==> src/hdl/pidset_pkg.sv <==
// Shared constants and controller/datapath interface types for the packet id set.
`timescale 1ns / 1ps

package pidset_pkg;

    // Table size and derived widths
    localparam int DEPTH   = 16;
    localparam int IDX_W   = (DEPTH > 1) ? $clog2(DEPTH) : 1;
    localparam int CNT_W   = $clog2(DEPTH + 1);
    localparam int LIM_W   = (CNT_W > 5) ? CNT_W : 5;
    localparam int ID_W    = 16;
    localparam int ACT_W   = 2;
    localparam int CFG_W   = 5;
    localparam int ENTRY_W = 5;

    // Action codes
    localparam logic [ACT_W-1:0] ACT_QUERY  = 2'd0;
    localparam logic [ACT_W-1:0] ACT_ADD    = 2'd1;
    localparam logic [ACT_W-1:0] ACT_REMOVE = 2'd2;
    localparam logic [ACT_W-1:0] ACT_CLEAR  = 2'd3;

    // Commands from the controller to the datapath
    typedef struct packed {
        logic load;     // capture the accepted item, restart the scan
        logic rd;       // read the slot at the scan index, advance the index
        logic commit;   // apply the action and load the result register
    } pidset_cmd_t;

    // Status from the datapath to the controller
    typedef struct packed {
        logic scan_last;  // scan index is at the last slot
        logic out_hold;   // result register is full and stalled
    } pidset_sts_t;

endpackage

==> src/hdl/pidset_ctrl.sv <==
// Sequencer for the packet id set: accept, scan all slots, drain, commit.
`timescale 1ns / 1ps

module pidset_ctrl
(
    input  logic                     clk,
    input  logic                     rst_n,
    input  logic                     in_valid,
    output logic                     in_stall,
    input  pidset_pkg::pidset_sts_t  sts,
    output pidset_pkg::pidset_cmd_t  cmd
);

    localparam logic [1:0] ST_IDLE   = 2'd0;
    localparam logic [1:0] ST_SCAN   = 2'd1;
    localparam logic [1:0] ST_DRAIN  = 2'd2;
    localparam logic [1:0] ST_COMMIT = 2'd3;

    logic [1:0] state_reg;
    logic [1:0] state_next;

    // Take a new item only while idle
    assign in_stall = (state_reg != ST_IDLE);

    // Next state and commands
    always_comb
    begin
        state_next = state_reg;
        cmd        = '0;
        unique case (state_reg)
            ST_IDLE:
            begin
                if (in_valid)
                begin
                    cmd.load   = 1'b1;
                    state_next = ST_SCAN;
                end
            end
            ST_SCAN:
            begin
                cmd.rd = 1'b1;
                if (sts.scan_last)
                begin
                    state_next = ST_DRAIN;
                end
            end
            ST_DRAIN:
            begin
                state_next = ST_COMMIT;
            end
            ST_COMMIT:
            begin
                if (!sts.out_hold)
                begin
                    cmd.commit = 1'b1;
                    state_next = ST_IDLE;
                end
            end
            default:
            begin
                state_next = ST_IDLE;
            end
        endcase
    end

    // State register
    always_ff @(posedge clk or negedge rst_n)
    begin
        if (!rst_n)
        begin
            state_reg <= ST_IDLE;
        end
        else
        begin
            state_reg <= state_next;
        end
    end

endmodule

==> src/hdl/pidset_dp.sv <==
// Datapath for the packet id set: slot memory, valid bits, scan compare, result register.
`timescale 1ns / 1ps

module pidset_dp
(
    input  logic                                 clk,
    input  logic                                 rst_n,
    input  pidset_pkg::pidset_cmd_t              cmd,
    output pidset_pkg::pidset_sts_t              sts,
    input  logic [pidset_pkg::ACT_W-1:0]         action,
    input  logic [pidset_pkg::ID_W-1:0]          pkt_id,
    input  logic                                 cfg_wr_en,
    input  logic [pidset_pkg::CFG_W-1:0]         cfg_wr_data,
    output logic                                 out_valid,
    input  logic                                 out_stall,
    output logic                                 ok,
    output logic [pidset_pkg::ENTRY_W-1:0]       entry_count
);

    localparam int DEPTH = pidset_pkg::DEPTH;
    localparam int IDX_W = pidset_pkg::IDX_W;
    localparam int CNT_W = pidset_pkg::CNT_W;
    localparam int LIM_W = pidset_pkg::LIM_W;

    // Slot memory and valid bits
    logic [pidset_pkg::ID_W-1:0]   id_mem [DEPTH];
    logic [DEPTH-1:0]              valid_reg;
    logic [DEPTH-1:0]              valid_next;

    // Item being worked on
    logic [pidset_pkg::ACT_W-1:0]  act_reg;
    logic [pidset_pkg::ID_W-1:0]   id_reg;

    // Scan state
    logic [IDX_W-1:0]              idx_reg;
    logic [IDX_W-1:0]              cmp_idx_reg;
    logic                          cmp_vld_reg;
    logic [pidset_pkg::ID_W-1:0]   rd_data_reg;
    logic                          found_reg;
    logic [IDX_W-1:0]              found_idx_reg;
    logic                          free_reg;
    logic [IDX_W-1:0]              free_idx_reg;

    // Set state and configuration
    logic [CNT_W-1:0]              count_reg;
    logic [CNT_W-1:0]              count_next;
    logic [pidset_pkg::CFG_W-1:0]  cap_reg;

    // Result register
    logic                          out_valid_reg;
    logic                          ok_reg;
    logic [pidset_pkg::ENTRY_W-1:0] entry_count_reg;

    logic                          hit;
    logic                          free_hit;
    logic [LIM_W-1:0]              cap_ext;
    logic [LIM_W-1:0]              limit;
    logic                          room;
    logic                          add_ok;
    logic                          ok_next;

    // Compare the slot read in the previous cycle
    assign hit      = cmp_vld_reg && valid_reg[cmp_idx_reg] && (rd_data_reg == id_reg);
    assign free_hit = cmp_vld_reg && !valid_reg[cmp_idx_reg];

    // Effective limit: zero or above depth means the full table
    assign cap_ext = LIM_W'(cap_reg);
    assign limit   = ((cap_ext == '0) || (cap_ext > LIM_W'(DEPTH))) ? LIM_W'(DEPTH) : cap_ext;
    assign room    = (LIM_W'(count_reg) < limit);
    assign add_ok  = !found_reg && room && free_reg;

    assign sts.scan_last = (idx_reg == IDX_W'(DEPTH - 1));
    assign sts.out_hold  = out_valid_reg && out_stall;

    // Apply the action
    always_comb
    begin
        valid_next = valid_reg;
        count_next = count_reg;
        ok_next    = 1'b0;
        unique case (act_reg)
            pidset_pkg::ACT_QUERY:
            begin
                ok_next = found_reg;
            end
            pidset_pkg::ACT_ADD:
            begin
                ok_next = add_ok;
                if (add_ok)
                begin
                    valid_next[free_idx_reg] = 1'b1;
                    count_next               = count_reg + CNT_W'(1);
                end
            end
            pidset_pkg::ACT_REMOVE:
            begin
                ok_next = found_reg;
                if (found_reg)
                begin
                    valid_next[found_idx_reg] = 1'b0;
                    if (count_reg != '0)
                    begin
                        count_next = count_reg - CNT_W'(1);
                    end
                end
            end
            pidset_pkg::ACT_CLEAR:
            begin
                ok_next    = 1'b1;
                valid_next = '0;
                count_next = '0;
            end
            default:
            begin
                ok_next = 1'b0;
            end
        endcase
    end

    // Slot memory: write on a successful add, registered read during the scan
    always_ff @(posedge clk)
    begin
        if (cmd.commit && (act_reg == pidset_pkg::ACT_ADD) && add_ok)
        begin
            id_mem[free_idx_reg] <= id_reg;
        end
        if (cmd.rd)
        begin
            rd_data_reg <= id_mem[idx_reg];
        end
    end

    // Payload registers of the item and the scan
    always_ff @(posedge clk)
    begin
        if (cmd.load)
        begin
            act_reg <= action;
            id_reg  <= pkt_id;
        end
        if (cmd.rd)
        begin
            cmp_idx_reg <= idx_reg;
        end
        if (hit && !found_reg)
        begin
            found_idx_reg <= cmp_idx_reg;
        end
        if (free_hit && !free_reg)
        begin
            free_idx_reg <= cmp_idx_reg;
        end
        if (cmd.commit)
        begin
            ok_reg          <= ok_next;
            entry_count_reg <= pidset_pkg::ENTRY_W'(count_next);
        end
    end

    // Control state: scan index, match flags, set contents, result valid
    always_ff @(posedge clk or negedge rst_n)
    begin
        if (!rst_n)
        begin
            idx_reg       <= '0;
            cmp_vld_reg   <= 1'b0;
            found_reg     <= 1'b0;
            free_reg      <= 1'b0;
            valid_reg     <= '0;
            count_reg     <= '0;
            cap_reg       <= '0;
            out_valid_reg <= 1'b0;
        end
        else
        begin
            cmp_vld_reg <= cmd.rd;
            if (cmd.load)
            begin
                idx_reg   <= '0;
                found_reg <= 1'b0;
                free_reg  <= 1'b0;
            end
            else
            begin
                if (cmd.rd)
                begin
                    idx_reg <= idx_reg + IDX_W'(1);
                end
                if (hit)
                begin
                    found_reg <= 1'b1;
                end
                if (free_hit)
                begin
                    free_reg <= 1'b1;
                end
            end
            if (cfg_wr_en)
            begin
                cap_reg <= cfg_wr_data;
            end
            if (cmd.commit)
            begin
                valid_reg     <= valid_next;
                count_reg     <= count_next;
                out_valid_reg <= 1'b1;
            end
            else if (out_valid_reg && !out_stall)
            begin
                out_valid_reg <= 1'b0;
            end
        end
    end

    assign out_valid   = out_valid_reg;
    assign ok          = ok_reg;
    assign entry_count = entry_count_reg;

endmodule

==> src/hdl/packet_id_tracking_set_core.sv <==
// Sequence: the accepted item is loaded, the scan reads one slot per cycle, then a drain state and
// a commit state that loads the result register; commit waits while that register is stalled.
// A new item is accepted while the previous result still waits in the output register.
// Reset (rst_n, asynchronous, active low) empties the set and sets the capacity limit (cap_reg) to 0.
// No clearing pass: slot valid bits are cleared at once by reset.
`timescale 1ns / 1ps

module packet_id_tracking_set_core
(
    input  logic                                 clk,
    input  logic                                 rst_n,
    input  logic                                 in_valid,
    output logic                                 in_stall,
    input  logic [pidset_pkg::ACT_W-1:0]         action,
    input  logic [pidset_pkg::ID_W-1:0]          pkt_id,
    output logic                                 out_valid,
    input  logic                                 out_stall,
    output logic                                 ok,
    output logic [pidset_pkg::ENTRY_W-1:0]       entry_count,
    input  logic                                 cfg_wr_en,
    input  logic [pidset_pkg::CFG_W-1:0]         cfg_wr_data
);

    pidset_pkg::pidset_cmd_t cmd;
    pidset_pkg::pidset_sts_t sts;

    // Sequencer
    pidset_ctrl u_ctrl
    (
        .clk      (clk),
        .rst_n    (rst_n),
        .in_valid (in_valid),
        .in_stall (in_stall),
        .sts      (sts),
        .cmd      (cmd)
    );

    // Slot storage, compare and result
    pidset_dp u_dp
    (
        .clk         (clk),
        .rst_n       (rst_n),
        .cmd         (cmd),
        .sts         (sts),
        .action      (action),
        .pkt_id      (pkt_id),
        .cfg_wr_en   (cfg_wr_en),
        .cfg_wr_data (cfg_wr_data),
        .out_valid   (out_valid),
        .out_stall   (out_stall),
        .ok          (ok),
        .entry_count (entry_count)
    );

    // Block is busy in the cycle after an item is accepted
    a_busy_after_accept: assert property (@(posedge clk) disable iff (!rst_n)
        (in_valid && !in_stall) |=> in_stall)
        else $error("input not stalled after accept");

    // A new result appears only at the end of an item's work
    a_result_from_work: assert property (@(posedge clk) disable iff (!rst_n)
        $rose(out_valid) |-> $past(in_stall))
        else $error("result without an item in work");

    // Load, scan and commit commands never overlap
    a_cmd_exclusive: assert property (@(posedge clk) disable iff (!rst_n)
        $onehot0({cmd.load, cmd.rd, cmd.commit}))
        else $error("overlapping controller commands");

endmodule
==> config.mk <==
export PLATFORM = sky130hd
export DESIGN_NAME = packet_id_tracking_set_core
export DESIGN_NICKNAME = d
export VERILOG_FILES = /design/src/hdl/pidset_pkg.sv /design/src/hdl/pidset_ctrl.sv /design/src/hdl/pidset_dp.sv /design/src/hdl/packet_id_tracking_set_core.sv
export SDC_FILE = /design/constraint.sdc
export NUM_CORES = 1
export LEC_CHECK = 0
export ABC_AREA = 1
export BUFFER_PORTS_ARGS = -buffer_cell sky130_fd_sc_hd__buf_2
export CAP_MARGIN = 20
export CORE_MARGIN = 1.5
export CORE_UTILIZATION = 50
export CTS_BUF_LIST = sky130_fd_sc_hd__clkbuf_2
export DETAILED_ROUTE_END_ITERATION = 8
export PLACE_DENSITY = 0.66
export SYNTH_ARGS = -nofsm -noshare
export SYNTH_HDL_FRONTEND = slang
export SYNTH_HIERARCHICAL = 1
export SYNTH_SLANG_ARGS = --single-unit
==> constraint.sdc <==
create_clock -name clk -period 4.35 [get_ports clk]
set_input_delay 1.0875 -clock clk [delete_from_list [all_inputs] [get_ports clk]]
set_output_delay 1.0875 -clock clk [all_outputs]
set_load 0.05 [all_outputs]
# Word level (Yosys, flattened, before mapping)

Memory sizes are Yosys's and may differ from the RTL's. A register that Yosys moved wholly into a read port is not among the register bits.
Cells that the tools add are included.

$add $sub $neg: 3
Multipliers: 0
Div/mod/pow operators: 0
Magnitude comparators: 7
Equal/unequal tests: 13
Shift-type cells: 0
Muxes and demuxes: 34
Bitwise operators: 3
Reductions and logical operators: 31

Operator list:

| operator                                                              | number |
|---|---|
| 16-bit case mux with 3 select lines                                   | 1 |
| 16-bit two-way mux                                                    | 2 |
| 5-bit two-way mux                                                     | 4 |
| 16-bit AND                                                            | 1 |
| 16-bit == test                                                        | 1 |
| 1-bit two-way mux                                                     | 16 |
| 16-bit inverter                                                       | 1 |
| 16-bit OR                                                             | 1 |
| 4-bit by 5-bit < comparator with 1-bit output, second input constant  | 3 |
| 5-bit case mux with 3 select lines                                    | 1 |
| 1-bit logical AND                                                     | 13 |
| 2-bit nonzero test                                                    | 5 |
| 1-bit demux with 4-bit select                                         | 2 |
| 2-bit == test, second input constant                                  | 4 |
| 4-bit by 1-bit >= comparator with 1-bit output, second input constant | 2 |
| 4-bit two-way mux                                                     | 2 |
| 2-bit case mux with 4 select lines                                    | 1 |
| 2-bit two-way mux                                                     | 3 |
| 2-bit != test, second input constant                                  | 3 |
| 5-bit by 1-bit adder with 5-bit output, second input constant         | 1 |
| 5-bit greater-than comparator, second input constant                  | 1 |
| 5-bit logical NOT                                                     | 1 |
| 5-bit < comparator                                                    | 1 |
| 5-bit nonzero test                                                    | 1 |
| other kinds (14)                                                      | 20 |

Bits in registers: 72
Latch bits: 0
Bits in writable memories: 256
ROM bits: 0
Output and inout bits: 8
Word-level logic and storage cells: 108
Memories kept: 1

Memories:

| name        | words | bits a word | rd ports | clocked after memory_dff | write ports | line            | source |
|---|---|---|---|---|---|---|---|
| u_dp.id_mem | 16    | 16          | 1        | 1                        | 1           | pidset_dp.sv:26 | `logic [pidset_pkg::ID_W-1:0] id_mem [DEPTH];` |

# Depth between registers and ports, before layout

Gate-level depths: netlist of run 1.

Depth after elaboration: 9
Gate-level depth with buffers: 16

# By module

Netlist of run 1, hierarchy kept.

Modules (own cells, without submodules):

| module      | instances | cells each | area each (um^2) |
|---|---|---|---|
| pidset_dp   | 1         | 1,241      | 14,348.8 |
| pidset_ctrl | 1         | 29         | 219.0 |

# Worst setup path after synthesis of run 1

OpenSTA, ideal clock, no wires.

Path type: input to register
Start: in out_stall
End: mem u_dp/id_mem[12][0] in the netlist's numbering, enable pin
Setup time: 0.409 ns
Data arrival time: 3.305 ns
Data required time: 3.941 ns
Slack: 0.636 ns
Stages: 5
Path buffers: 0
Path through: nand2_1 inv_1 nor2_1 nand4_1 nor3_1

RTL lines:

| element     | line                              | source |
|---|---|---|
| from (decl) | packet_id_tracking_set_core.sv:17 | `input logic out_stall,` |
| to (decl)   | pidset_dp.sv:26                   |  |

# Final worst setup path of run 1

Start: reg u_dp.cap_reg, in the netlist u_dp/cap_ext[3]
End: mem u_dp/id_mem[6][1] in the netlist's numbering, enable pin

Word-level cells in the longest chain between the ends: 9

Ends and longest elaborated chain:

| element                                                            | line             | source |
|---|---|---|
| from (decl)                                                        | pidset_dp.sv:47  | `logic [pidset_pkg::CFG_W-1:0] cap_reg;` |
| from (signal assigned)                                             | pidset_dp.sv:200 | `cap_reg <= cfg_wr_data;` |
| 5-bit greater-than comparator or 5-bit logical NOT (tied branches) | pidset_dp.sv:68  | `assign limit = ((cap_ext == '0) \|\| (cap_ext > LIM_W'(DEPTH))) ? LIM_W'(DEPTH) : cap_ext;` |
| 1-bit logical OR                                                   | pidset_dp.sv:68  |  |
| 5-bit two-way mux *                                                | pidset_dp.sv:68  |  |
| 5-bit < comparator *                                               | pidset_dp.sv:69  | `assign room = (LIM_W'(count_reg) < limit);` |
| 1-bit logical AND * (2 in series)                                  | pidset_dp.sv:70  | `assign add_ok = !found_reg && room && free_reg;` |
| 1-bit logical AND *                                                | pidset_dp.sv:123 | `if (cmd.commit && (act_reg == pidset_pkg::ACT_ADD) && add_ok)` |
| 1-bit two-way mux *                                                | pidset_dp.sv:123 |  |
| 1-bit two-way mux (not written as such) *                          | pidset_dp.sv:125 | `id_mem[free_idx_reg] <= id_reg;` |

Mark *: on every way between the ends. The rest lies on a longest branch, timed or not.

==> results.rst, run 1 <==
.. list-table::
   :header-rows: 1

   * - Metric
     - Value
   * - Total power per unit cell area
     - 590 nW/um2
   * - Share of the yosys chip area belonging to registers
     - 0.697
   * - Post-Syn Area per Cell
     - 11.5 um2
   * - Final HPWL DP
     - 22.7 mm
   * - Routed len/inst
     - 20.4 um
   * - Share of total power in the clock network
     - 0.204
   * - Largest register by flop count
     - u_dp/id_mem
   * - Clock input transition at the sequential cells of the worst setup and hold paths
     - 0.10 ns
   * - Starting density of the core
     - 0.508
   * - FF+latch count, synth
     - 344
   * - Net switching power of the design
     - 0.00373 W
   * - Placed instance area
     - 15200 um2
   * - Total wire length
     - 36.3 mm
   * - Slew headroom
     - 0.305
   * - Buffers on Ports
     - 35
   * - Stage delay of the slowest cell on the critical path
     - 0.72 ns
   * - Hold-fix buffer count after cts
     - 0
   * - Later-pin clock latency in the skew report
     - 0.90 ns
   * - Share of post-route cells with drive strength above 1
     - 0.154
   * - Total overflow reported by the global router
     - 0
   * - Synth Net Count
     - 1311
   * - Count of warnings emitted by yosys
     - 6
   * - Library cell contributing the largest single delay on the critical path
     - sky130_fd_sc_hd__nor2_2
   * - Std-Cell Rows
     - 62
   * - Total clock buffers created by CTS
     - 83
   * - Sum of negative setup slack
     - 0 ns
   * - Number of flip-flops in the largest register
     - 256
   * - Min Clock Period, post-route
     - 3.13 ns
   * - Final hold violations
     - 0
   * - Pre-antenna DRT Iters
     - 5
   * - Type of the tightest min-delay check
     - in -> async
   * - Post-route clock period utilization
     - 0.719
   * - Maximum clock path buffer count
     - 3
   * - Total standard cell area after synthesis
     - 14600 um2
   * - Core area
     - 28700 um2
   * - Standby leakage power
     - 5.78 nW
   * - DRC
     - 0
   * - Routability cong.
     - 0.925
   * - Kind of cell adding the most delay to the critical path
     - simple AND/OR/NAND/NOR gates
   * - Initial detailed-routing violation count
     - 1014
   * - Kind of capture point of the worst setup path
     - flip-flop
   * - Number of H-tree levels
     - 3
   * - Pin slew with the least headroom to its limit
     - 1.04 ns
   * - IR drop worst, VDD
     - 0.375 mV
   * - Worst-case register-to-register setup slack
     - 1.22 ns
   * - P&R area growth vs syn
     - 8.69%
   * - Number of gates given a new drive strength after cts
     - 0
   * - Post-CTS setup buffer count
     - 0
   * - Required time of the critical path
     - 4.82 ns
   * - Wire length of the first global-routing pass
     - 55.2 mm
   * - Setup violators final
     - 0
   * - Clk sinks
     - 344
   * - Nature of the critical path startpoint
     - flip-flop
   * - Endpoint of the worst setup timing path
     - u_dp/id_mem[6][1]
   * - Dpl cells
     - 1650
   * - # fillers
     - 2527
   * - Chip width
     - 174 um
   * - Via count of the routed design
     - 10100
   * - Cells after synthesis
     - 1270
   * - Final max-slew violation count
     - 0
   * - Clock tree root buffer cell
     - sky130_fd_sc_hd__clkbuf_2
   * - Number of antenna violations at the first check in global routing
     - 1
   * - Setup crit start
     - u_dp/cap_ext[3]
   * - Clock tree from TritonCTS
     - done
   * - Via count of the first global-routing pass
     - 9845
   * - Boundary Pins
     - 36
   * - Endpoint arrival time on the critical path
     - 3.60 ns
   * - Cell depth of the worst setup path
     - 12
   * - Number of unique standard cell types used by synthesis
     - 36
   * - Class of the most critical setup path
     - reg -> reg
   * - Largest driver fanout on the critical path
     - 16
   * - Logic gate share of total power
     - 0.329
   * - Result of the run
     - completed
   * - Sw Share
     - 0.399
   * - Die Y-Extent
     - 174 um
   * - Chain of cells forming the critical path
     - inv_1 -> nand4_1 -> ha_1 -> inv_1 -> nand2_1 -> ha_1 -> nand2_1 -> a21oi_1 -> nor2_4 -> nand4_1 -> buf_4 -> nor2_2
   * - Crit Reg-Reg Startpoint
     - u_dp/cap_ext[3]
   * - Largest net degree at the start of global routing
     - 73
   * - Final design area excluding fillers
     - 15800 um2
   * - # Max-Cap Violations
     - 0
   * - Part of the power in registers
     - 0.467
   * - Endpoint of the lowest-slack register-to-register path
     - u_dp/id_mem[6][1]
   * - Top achievable clock speed
     - 0.320 GHz
   * - Antenna violation net count after detailed routing
     - 0
   * - Number of buffers and inverters on the critical path
     - 3
   * - Internal Power
     - 0.00562 W
   * - RSZ-0062 raised after global routing
     - false
   * - Vias per Instance
     - 5.68
   * - Layout Cells excl Fill
     - 1779
   * - Global-route usage over all layers
     - 0.243
   * - Total Nets Final
     - 1393
   * - Register-to-Register Path Depth
     - 12
   * - Overall power
     - 0.00935 W
   * - Die area
     - 30200 um2
   * - Clock tree skew after final layout
     - 0.0955 ns
[final cells by class]
class	instances	area (um2)	share of cell area
Sequential cell	344	10200	0.641
Multi-Input combinational cell	766	3830	0.242
Clock buffer	112	561	0.0354
Tap cell	384	480	0.0303
Inverter	100	377	0.0238
Timing Repair Buffer	57	348	0.0220
Clock inverter	15	83.8	0.00529
Antenna cell	1	2.50	0.000158
[logic make-up after synthesis]
| group | count (synthesis) | synth area share |
|---|---|---|
| flip-flops | 344 | 0.697 |
| adder cells (fa/ha/maj) | 13 | 0.0112 |
| buffers and inverters | 160 | 0.0438 |
| AO/OA/AOI/OAI | 286 | 0.112 |
| AND/OR/NAND/NOR | 459 | 0.131 |
| XOR/XNOR | 8 | 0.00481 |
[placed cells by master, fill, tap and decap left out, types with 2 or more instances in the layout]
| master | synthesis | routed |
|---|---|---|
| sky130_fd_sc_hd__o211ai_1 | 14 | 14 |
| sky130_fd_sc_hd__ha_1 | 13 | 13 |
| sky130_fd_sc_hd__inv_1 | 97 | 96 |
| sky130_fd_sc_hd__clkinv_4 | 0 | 3 |
| sky130_fd_sc_hd__nand2_1 | 164 | 164 |
| sky130_fd_sc_hd__o21ai_0 | 145 | 145 |
| sky130_fd_sc_hd__buf_2 | 12 | 35 |
| sky130_fd_sc_hd__clkbuf_2 | 0 | 112 |
| sky130_fd_sc_hd__a21oi_1 | 50 | 50 |
| sky130_fd_sc_hd__o221ai_1 | 20 | 20 |
| sky130_fd_sc_hd__edfxtp_1 | 308 | 308 |
| sky130_fd_sc_hd__buf_4 | 2 | 21 |
| sky130_fd_sc_hd__nand3_2 | 2 | 2 |
| sky130_fd_sc_hd__inv_2 | 2 | 2 |
| sky130_fd_sc_hd__dfrtp_1 | 36 | 34 |
| sky130_fd_sc_hd__clkinvlp_4 | 0 | 2 |
| sky130_fd_sc_hd__nand4_1 | 13 | 13 |
| sky130_fd_sc_hd__o21ai_1 | 4 | 4 |
| sky130_fd_sc_hd__nor2_1 | 194 | 181 |
| sky130_fd_sc_hd__nand2_4 | 2 | 2 |
| sky130_fd_sc_hd__nor3_2 | 0 | 3 |
| sky130_fd_sc_hd__xor2_1 | 3 | 3 |
| sky130_fd_sc_hd__o21ai_2 | 6 | 6 |
| sky130_fd_sc_hd__xnor2_1 | 5 | 5 |
| sky130_fd_sc_hd__nand3_1 | 66 | 66 |
| sky130_fd_sc_hd__o22ai_1 | 42 | 42 |
| sky130_fd_sc_hd__nor2_2 | 3 | 16 |
| sky130_fd_sc_hd__nand2_2 | 4 | 4 |
| sky130_fd_sc_hd__a22oi_1 | 2 | 2 |
| sky130_fd_sc_hd__clkinv_1 | 1 | 10 |
| sky130_fd_sc_hd__nor3_1 | 7 | 4 |
[synthesized netlist by cell type, drive strengths merged]
| library cell | n | area share |
|---|---|---|
| and3 | 1 | 0.00043 |
| buf | 16 | 0.0067 |
| clkbuf | 44 | 0.011 |
| inv | 99 | 0.026 |
| o21a | 1 | 0.00052 |
| o221ai | 20 | 0.012 |
| a211oi | 1 | 0.00052 |
| a22oi | 2 | 0.0010 |
| nand3b | 1 | 0.00052 |
| xor2 | 3 | 0.0018 |
| o22ai | 42 | 0.018 |
| xnor2 | 5 | 0.0030 |
| dfrtp | 36 | 0.062 |
| nand2 | 170 | 0.046 |
| nand4 | 13 | 0.0056 |
| nor3b | 1 | 0.00052 |
| ha | 13 | 0.011 |
| nor2 | 198 | 0.052 |
| nor3 | 7 | 0.0024 |
| clkinv | 1 | 0.00026 |
| o211ai | 14 | 0.0072 |
| nand3 | 68 | 0.024 |
| edfxtp | 308 | 0.63 |
| a21oi | 51 | 0.018 |
| o21ai | 155 | 0.055 |
[layer usage]
metal  part of all wire  vias up  global-route usage  wire, um
li1                   -     4702                   -         -
met1               0.41     4801               0.323     14700
met2               0.46      481               0.377     16700
met3              0.082      123              0.0441      2990
met4              0.054        0               0.147      1980
met5                  0        -                   0         0
[per-stage QoR]
stage / setup slack, ns / util / hold WS, ns
global placement: 1.23 / 0.529 / 0.466
finish: 1.22 / 0.552 / 0.322
detailed placement: 1.17 / 0.529 / 0.469
global route: 0.937 / 0.552 / 0.305
CTS: 1.16 / 0.551 / 0.276
floorplan: 0.636 / - / 0.423
[worst min-delay path by stage]
stage                             from                  end  cells after the start
floorplan              u_dp/idx_reg[2]  u_dp/cmp_idx_reg[2]                      0
global placement    u_dp/valid_reg[13]   u_dp/valid_reg[13]                      2
detailed placement  u_dp/valid_reg[13]   u_dp/valid_reg[13]                      2
CTS                              rst_n    u_dp/count_reg[4]                      1
global route                 pkt_id[5]       u_dp/id_reg[5]                      1
finish                           rst_n       u_dp/out_valid                      1
[power groups by stage]
stage               registers (W)  clock network, W  logic [W]
finish                    0.00436           0.00191    0.00308
global route              0.00440           0.00212    0.00337
CTS                       0.00436           0.00196    0.00302
detailed placement        0.00443                 0    0.00301
global placement          0.00442                 0    0.00296
floorplan                 0.00439                 0    0.00202
Note: power is estimated with default switching activity, not from simulation.
==> run 2: changes to the inputs <==
clock period = 3.2 ns   (was 4.35 ns; I/O delays follow)
==> run 2 against run 1 <==
Compared with the run above:
- via count up 3.5%
- count of clock-buffer cells in the layout up 11
- register-to-register slack worse by 0.88 ns
- power up 40%
- final area up 3.0%
- die area unchanged
- hold slack worse by 0.22 ns
- sequential power up 36%
- utilization up 1.7 points
- non-clock buffer count up 38
- clock power up 51%
- critical path type unchanged
- critical endpoint is now u_dp/id_mem[13][8]
==> results.rst, run 2 (same netlist as run 1, synthesis figures left out) <==
.. list-table::
   :header-rows: 1

   * - Metric
     - Value
   * - Result of the run
     - completed
   * - Buffers on Ports
     - 35 (unchanged)
   * - Clock tree from TritonCTS
     - done
   * - Count of cells along the worst hold path
     - 1
   * - Type of the tightest min-delay check
     - in -> reg
   * - Clock tree root buffer cell
     - sky130_fd_sc_hd__clkbuf_2
   * - Pin slew with the least headroom to its limit
     - 0.965 ns (-0.0761 ns)
   * - Largest driver fanout on the critical path
     - 16 (unchanged)
   * - Post-route clock period utilization
     - 0.892 (+0.173)
   * - Die Y-Extent
     - 174 um (unchanged)
   * - Nature of the critical path startpoint
     - flip-flop
   * - Setup ws final
     - 0.345 ns (-0.877 ns)
   * - Setup violators final
     - 0 (unchanged)
   * - Share of post-route cells with drive strength above 1
     - 0.173 (+0.0190)
   * - Pre-antenna DRT Iters
     - 5 (unchanged)
   * - Via count of the routed design
     - 10500 (+3.5%)
   * - Slew headroom
     - 0.357 (+0.0518)
   * - IR drop worst, VDD
     - 0.593 mV (+58%)
   * - DRC
     - 0 (unchanged)
   * - Number of antenna violations at the first check in global routing
     - 1 (unchanged)
   * - Overall power
     - 0.0131 W (+40%)
   * - Chip width
     - 174 um (unchanged)
   * - Layout Cells excl Fill
     - 1841 (+3.5%)
   * - Antenna violation net count after detailed routing
     - 0 (unchanged)
   * - Min Clock Period, post-route
     - 2.86 ns (-0.273 ns)
   * - Worst slack at placement
     - 0.352 ns (-0.819 ns)
   * - Required time of the critical path
     - 3.82 ns (-1.00 ns)
   * - Clock tree skew after final layout
     - 0.0916 ns (-0.00385 ns)
   * - Via count of the first global-routing pass
     - 10300 (+4.9%)
   * - Total overflow reported by the global router
     - 0 (unchanged)
   * - Largest register by flop count
     - u_dp/id_mem
   * - Total clock buffers created by CTS
     - 84 (+1.2%)
   * - Maximum clock path buffer count
     - 3 (unchanged)
   * - Worst-case register-to-register setup slack
     - 0.34 ns (-0.88 ns)
   * - Global-route usage over all layers
     - 0.264 (+0.0211)
   * - Dpl cells
     - 1676 (+1.6%)
   * - Routed len/inst
     - 21.0 um (+2.8%)
   * - RSZ-0062 raised after global routing
     - false
   * - Core area
     - 28700 um2 (unchanged)
   * - Final Util
     - 0.568 (+0.0165)
   * - Top achievable clock speed
     - 0.350 GHz (+9.6%)
   * - Final hold violations
     - 0 (unchanged)
   * - Clk sinks
     - 344 (unchanged)
   * - Kind of capture point of the worst setup path
     - flip-flop
   * - Boundary Pins
     - 36 (unchanged)
   * - Class of the most critical setup path
     - reg -> reg
   * - # Max-Cap Violations
     - 0 (unchanged)
   * - Std-Cell Rows
     - 62 (unchanged)
   * - Final max-slew violation count
     - 0 (unchanged)
   * - Number of flip-flops in the largest register
     - 256 (unchanged)
   * - Largest net degree at the start of global routing
     - 132 (+81%)
   * - Endpoint arrival time on the critical path
     - 3.47 ns (-0.13 ns)
   * - Total Nets Final
     - 1432 (+2.8%)
   * - Final HPWL DP
     - 24.9 mm (+9.7%)
   * - Starting density of the core
     - 0.508 (unchanged)
   * - Later-pin clock latency in the skew report
     - 0.91 ns (about the same)
   * - P&R area growth vs syn
     - 11.9%
   * - Crit Reg-Reg Startpoint
     - u_dp/cap_ext[3]
   * - Worst hold slack after final layout
     - 0.104 ns (-0.218 ns)
   * - Number of H-tree levels
     - 3 (unchanged)
   * - Initial detailed-routing violation count
     - 1075 (+6.0%)
   * - Total wire length
     - 38.7 mm (+6.4%)
   * - Register-to-Register Path Depth
     - 13 (+1)
   * - Most frequent standard cell in the layout excluding fill and tap cells
     - sky130_fd_sc_hd__edfxtp_1
   * - Top library cells by usage in the layout, fill and taps aside
     - sky130_fd_sc_hd__edfxtp_1 (308), sky130_fd_sc_hd__nor2_1 (181), sky130_fd_sc_hd__nand2_1 (164)
   * - Standby leakage power
     - 6.05 nW (+4.8%)
   * - Vias per Instance
     - 5.68 (about the same)
   * - Endpoint of the lowest-slack register-to-register path
     - u_dp/id_mem[13][8]
   * - Routability cong.
     - 0.932 (+0.77%)
   * - Number of gates given a new drive strength after cts
     - 0 (unchanged)
   * - Worst hold start
     - pkt_id[6]
   * - Die area
     - 30200 um2 (unchanged)
   * - Total power per unit cell area
     - 804 nW/um2 (+36%)
   * - Clock input transition at the sequential cells of the worst setup and hold paths
     - 0.11 ns (about the same)
   * - Wire length of the first global-routing pass
     - 59.5 mm (+7.8%)
   * - Terminating pin of the worst hold path
     - u_dp/id_reg[6]
run 2: changes by cell type in the layout (fill, tap and decap cells not counted), sizes merged, moves of 11 or more:
| cell | before | now |
|---|---|---|
| dlygate4sd3 | 0 | 13 |
| buf | 57 | 82 |
| clkinv | 14 | 25 |
| clkbuf | 112 | 123 |
run 2: per-layer routing:
metal  routed length, um  track usage
met1               15800        0.358
met2               17800        0.411
met3                3310       0.0535
met4                1660        0.130
met5                   0            0
run 2: metrics by stage:
step                TNS [ns]  instance area [um2]
floorplan             -10.88                14600
global placement           0                15400
detailed placement         0                15400
CTS                        0                16300
global route               0                16300
finish                     0                16300
run 2: power breakdown:
group	internal, W	leakage, nW	switching [W]
sequential	0.00552	3.25	0.000390
combinational	0.00123	2.22	0.00309
clock	0.00112	0.578	0.00176
run 2: repair_timing:
action,CTS,global route
buffers inserted,0,0
hold endpoints to repair,19,0
hold buffers,13,0
run 2: critical path: stages, from the launching register on:
cell                      delay (ns)
sky130_fd_sc_hd__dfrtp_1        0.39
sky130_fd_sc_hd__inv_1          0.06
sky130_fd_sc_hd__nand4_1        0.09
sky130_fd_sc_hd__ha_1           0.27
sky130_fd_sc_hd__inv_1          0.10
sky130_fd_sc_hd__nand2_1        0.06
sky130_fd_sc_hd__ha_1           0.29
sky130_fd_sc_hd__nand2_1        0.07
sky130_fd_sc_hd__a21oi_1        0.09
sky130_fd_sc_hd__nor2_4         0.19
sky130_fd_sc_hd__nand4_1        0.13
sky130_fd_sc_hd__buf_4          0.27
sky130_fd_sc_hd__nor2_2         0.37
sky130_fd_sc_hd__buf_12         0.19
run 2: worst max path at each step:
stage / startpoint / endpoint / depth (start not counted)
finish: u_dp/cap_ext[3] / u_dp/id_mem[13][8] / 13
global route: u_dp/cap_ext[3] / u_dp/id_mem[13][11] / 13
CTS: u_dp/cap_ext[3] / u_dp/id_mem[13][8] / 13
detailed placement: u_dp/cap_ext[0] / u_dp/id_mem[13][8] / 13
global placement: u_dp/cap_ext[3] / u_dp/id_mem[13][9] / 13
floorplan: out_stall / u_dp/id_mem[12][0] / 5
run 2: final cells by class:
type / instances / area, um2
antenna: 2 / 5.00
clock buffer: 123 / 616
clock inverter: 27 / 153
fill: 2526 / 12400
inverter: 100 / 377
multi-input combinational: 766 / 3830
sequential: 344 / 10200
tap: 384 / 480
timing repair buffer: 95 / 696
==> run 3: changes to the inputs <==
CORE_MARGIN = 5   (was 1.5)
PLACE_DENSITY = 0.69   (was 0.66)
SKIP_CTS_REPAIR_TIMING = 1   (was unset)
clock period = 2.6 ns   (was 3.2 ns; I/O delays follow)
==> run 3 against run 2 <==
Compared with the run above:
- the flow now finishes with violations (setup timing)
- critical endpoint is now u_dp/id_mem[6][3]
- sequential power is 22% higher
- clock power is 19% higher
- first-iteration DRC count is 6.8% lower
- via count is 0.22% higher
- critical path depth is 2 higher
- largest cell class unchanged
- hold slack worse by 0.056 ns
- combinational power is 31% higher
==> results.rst, run 3 (same netlist as run 1, synthesis figures left out) <==
.. list-table::
   :header-rows: 1

   * - Metric
     - Value
   * - Final hold violations
     - 0 (unchanged)
   * - Worst slack at placement
     - -0.0211 ns (-0.373 ns)
   * - Setup ws final
     - -0.0861 ns (-0.431 ns)
   * - # fillers
     - 2319 (-8.2%)
   * - Worst-case register-to-register setup slack
     - -0.09 ns (-0.43 ns)
   * - Required time of the critical path
     - 3.16 ns (-0.66 ns)
   * - Top achievable clock speed
     - 0.372 GHz (+6.3%)
   * - Chip width
     - 181 um (+4.0%)
   * - Result of the run
     - finished with violations
   * - Global-route usage over all layers
     - 0.217 (-0.0470)
   * - Clk sinks
     - 344 (unchanged)
   * - DRC
     - 0 (unchanged)
   * - Slew headroom
     - 0.347 (-0.00985)
   * - Maximum clock path buffer count
     - 3 (unchanged)
   * - Die Y-Extent
     - 181 um (+4.0%)
   * - Overall power
     - 0.0163 W (+24%)
   * - Later-pin clock latency in the skew report
     - 0.93 ns (+0.02 ns)
   * - Number of antenna violations at the first check in global routing
     - 3 (+2)
   * - Total Nets Final
     - 1488 (+3.9%)
   * - Routed len/inst
     - 19.6 um (-6.8%)
   * - Placed instance area
     - 15800 um2 (+2.3%)
   * - Sw Share
     - 0.398 (-0.00201)
   * - Setup violators final
     - 59 (+59)
   * - Standby leakage power
     - 6.43 nW (+6.3%)
   * - Net switching power of the design
     - 0.00649 W (+24%)
   * - Starting density of the core
     - 0.508 (unchanged)
   * - Largest driver fanout on the critical path
     - 5 (-11)
   * - Share of total power in the clock network
     - 0.211 (-0.009)
   * - Class of the most critical setup path
     - reg -> reg
   * - Final max-slew violation count
     - 0 (unchanged)
   * - Most frequent standard cell in the layout excluding fill and tap cells
     - sky130_fd_sc_hd__edfxtp_1
   * - IR drop worst, VDD
     - 0.659 mV (+11%)
   * - Vias per Instance
     - 5.54 (-2.5%)
   * - Clock tree from TritonCTS
     - done
   * - Violations in the final reports
     - setup timing
   * - P&R area growth vs syn
     - 18.1%
   * - Boundary Pins
     - 36 (unchanged)
   * - Via count of the first global-routing pass
     - 10200 (-1.7%)
   * - Die area
     - 32600 um2 (+8.2%)
   * - Type of the tightest min-delay check
     - in -> reg
   * - RSZ-0062 raised after global routing
     - true
   * - Total power per unit cell area
     - 948 nW/um2 (+18%)
   * - Logic gate share of total power
     - 0.346 (+0.017)
   * - Number of flip-flops in the largest register
     - 256 (unchanged)
   * - Endpoint arrival time on the critical path
     - 3.24 ns (-0.23 ns)
   * - Total clock buffers created by CTS
     - 85 (+1.2%)
   * - Nature of the critical path startpoint
     - flip-flop
   * - Min Clock Period, post-route
     - 2.69 ns (-0.169 ns)
   * - Std-Cell Rows
     - 62 (unchanged)
   * - # Max-Cap Violations
     - 0 (unchanged)
   * - Total overflow reported by the global router
     - 0 (unchanged)
   * - Share of post-route cells with drive strength above 1
     - 0.206 (+0.0325)
   * - Final design area excluding fillers
     - 17200 um2 (+5.5%)
   * - Internal Power
     - 0.00983 W (+25%)
   * - Initial detailed-routing violation count
     - 1002 (-6.8%)
   * - Top library cells by usage in the layout, fill and taps aside
     - sky130_fd_sc_hd__edfxtp_1 (308), sky130_fd_sc_hd__nor2_1 (180), sky130_fd_sc_hd__nand2_1 (161)
   * - Post-route clock period utilization
     - 1.03 (+0.141)
   * - Wire length of the first global-routing pass
     - 55.5 mm (-6.7%)
   * - Worst hold slack after final layout
     - 0.0479 ns (-0.0559 ns)
   * - Largest net degree at the start of global routing
     - 96 (-27%)
   * - Pin slew with the least headroom to its limit
     - 0.976 ns (+0.0112 ns)
   * - Kind of capture point of the worst setup path
     - flip-flop
   * - Clock tree root buffer cell
     - sky130_fd_sc_hd__clkbuf_2
   * - Clock input transition at the sequential cells of the worst setup and hold paths
     - 0.11 ns (about the same)
   * - Via count of the routed design
     - 10500 (+0.22%)
   * - Number of H-tree levels
     - 3 (unchanged)
   * - Part of the power in registers
     - 0.443 (-0.008)
   * - Clock tree skew after final layout
     - 0.105 ns (+0.0136 ns)
   * - Pre-antenna DRT Iters
     - 5 (unchanged)
   * - Final HPWL DP
     - 23.1 mm (-7.4%)
   * - Routability cong.
     - 0.852 (-8.6%)
   * - Core area
     - 28700 um2 (unchanged)
   * - Buffers on Ports
     - 35 (unchanged)
   * - Largest register by flop count
     - u_dp/id_mem
   * - Antenna violation net count after detailed routing
     - 0 (unchanged)
   * - Total wire length
     - 37.0 mm (-4.2%)
==> run 3: changes by cell type in the layout (fill, tap and decap cells not counted), sizes merged, moves of 2 or more <==
| cell | delta |
|---|---|
| buf | +38 |
| clkbuf | +4 |
| dlygate4sd3 | +12 |
| inv | +2 |
| clkinv | -3 |
==> run 3: worst paths after layout <==
| check | start | to | cells after the start |
|---|---|---|---|
| worst max-delay path | u_dp/cap_ext[1] | u_dp/id_mem[6][3] | 15 |
| worst min-delay path | cfg_wr_en | u_dp/cap_ext[3] | 2 |
| max in group asynchronous | rst_n | u_dp/valid_reg[1] | 3 |
| worst max register to register | u_dp/cap_ext[1] | u_dp/id_mem[6][3] | 15 |
| min in group asynchronous | rst_n | u_dp/valid_reg[11] | 2 |
| worst min register to register | u_dp/cmp_idx_reg[3] | u_dp/found_idx_reg[3] | 0 |
==> run 3: routing by layer <==
metal / GRT usage / up-vias / part of all wire
li1: - / 4925 / -
met1: 0.302 / 4993 / 0.41
met2: 0.337 / 484 / 0.47
met3: 0.0525 / 76 / 0.088
met4: 0.0808 / 4 / 0.024
met5: 0 / - / 0.00038
==> run 3: power by group through the flow <==
stage | clock network [W] | logic (W) | registers [W]
after floorplan | 0 | 0.00343 | 0.00735
after global placement | 0 | 0.00531 | 0.00732
after detailed placement | 0 | 0.00539 | 0.00732
after CTS | 0.00354 | 0.00541 | 0.00721
after global routing | 0.00387 | 0.00620 | 0.00728
final | 0.00345 | 0.00565 | 0.00723
==> run 3: layout make-up <==
class | count | area [um2] | area share
Clock buffer | 122 | 611 | 0.0355
Clock inverter | 25 | 128 | 0.00741
Antenna cell | 1 | 2.50 | 0.000145
Multi-Input combinational cell | 766 | 3960 | 0.230
Tap cell | 384 | 480 | 0.0279
Sequential cell | 344 | 10200 | 0.590
Timing Repair Buffer | 150 | 1500 | 0.0869
Inverter | 100 | 377 | 0.0219
==> run 3: metrics by stage <==
stage                     cells  utilization  TNS [ns]
after floorplan            1270            -    -76.14
after global placement     1690        0.549         0
after detailed placement   1690        0.549    -0.809
after CTS                  1837        0.575     -9.59
after global routing       1892        0.600    -24.27
final                      1892        0.600     -1.97
==> run 3: critical path: stages, from the launching register on <==
cell and delay (ns):
sky130_fd_sc_hd__dfrtp_1 0.41, sky130_fd_sc_hd__inv_1 0.08, sky130_fd_sc_hd__nand4_1 0.09, sky130_fd_sc_hd__ha_1 0.29, sky130_fd_sc_hd__inv_2 0.08, sky130_fd_sc_hd__nand2_2 0.07, sky130_fd_sc_hd__ha_4 0.22, sky130_fd_sc_hd__nand2_2 0.05
sky130_fd_sc_hd__a21oi_2 0.06, sky130_fd_sc_hd__nor2_4 0.08, sky130_fd_sc_hd__nand4_1 0.09, sky130_fd_sc_hd__buf_6 0.15, sky130_fd_sc_hd__buf_12 0.13, sky130_fd_sc_hd__buf_6 0.12, sky130_fd_sc_hd__nor2_4 0.22, sky130_fd_sc_hd__clkbuf_16 0.20
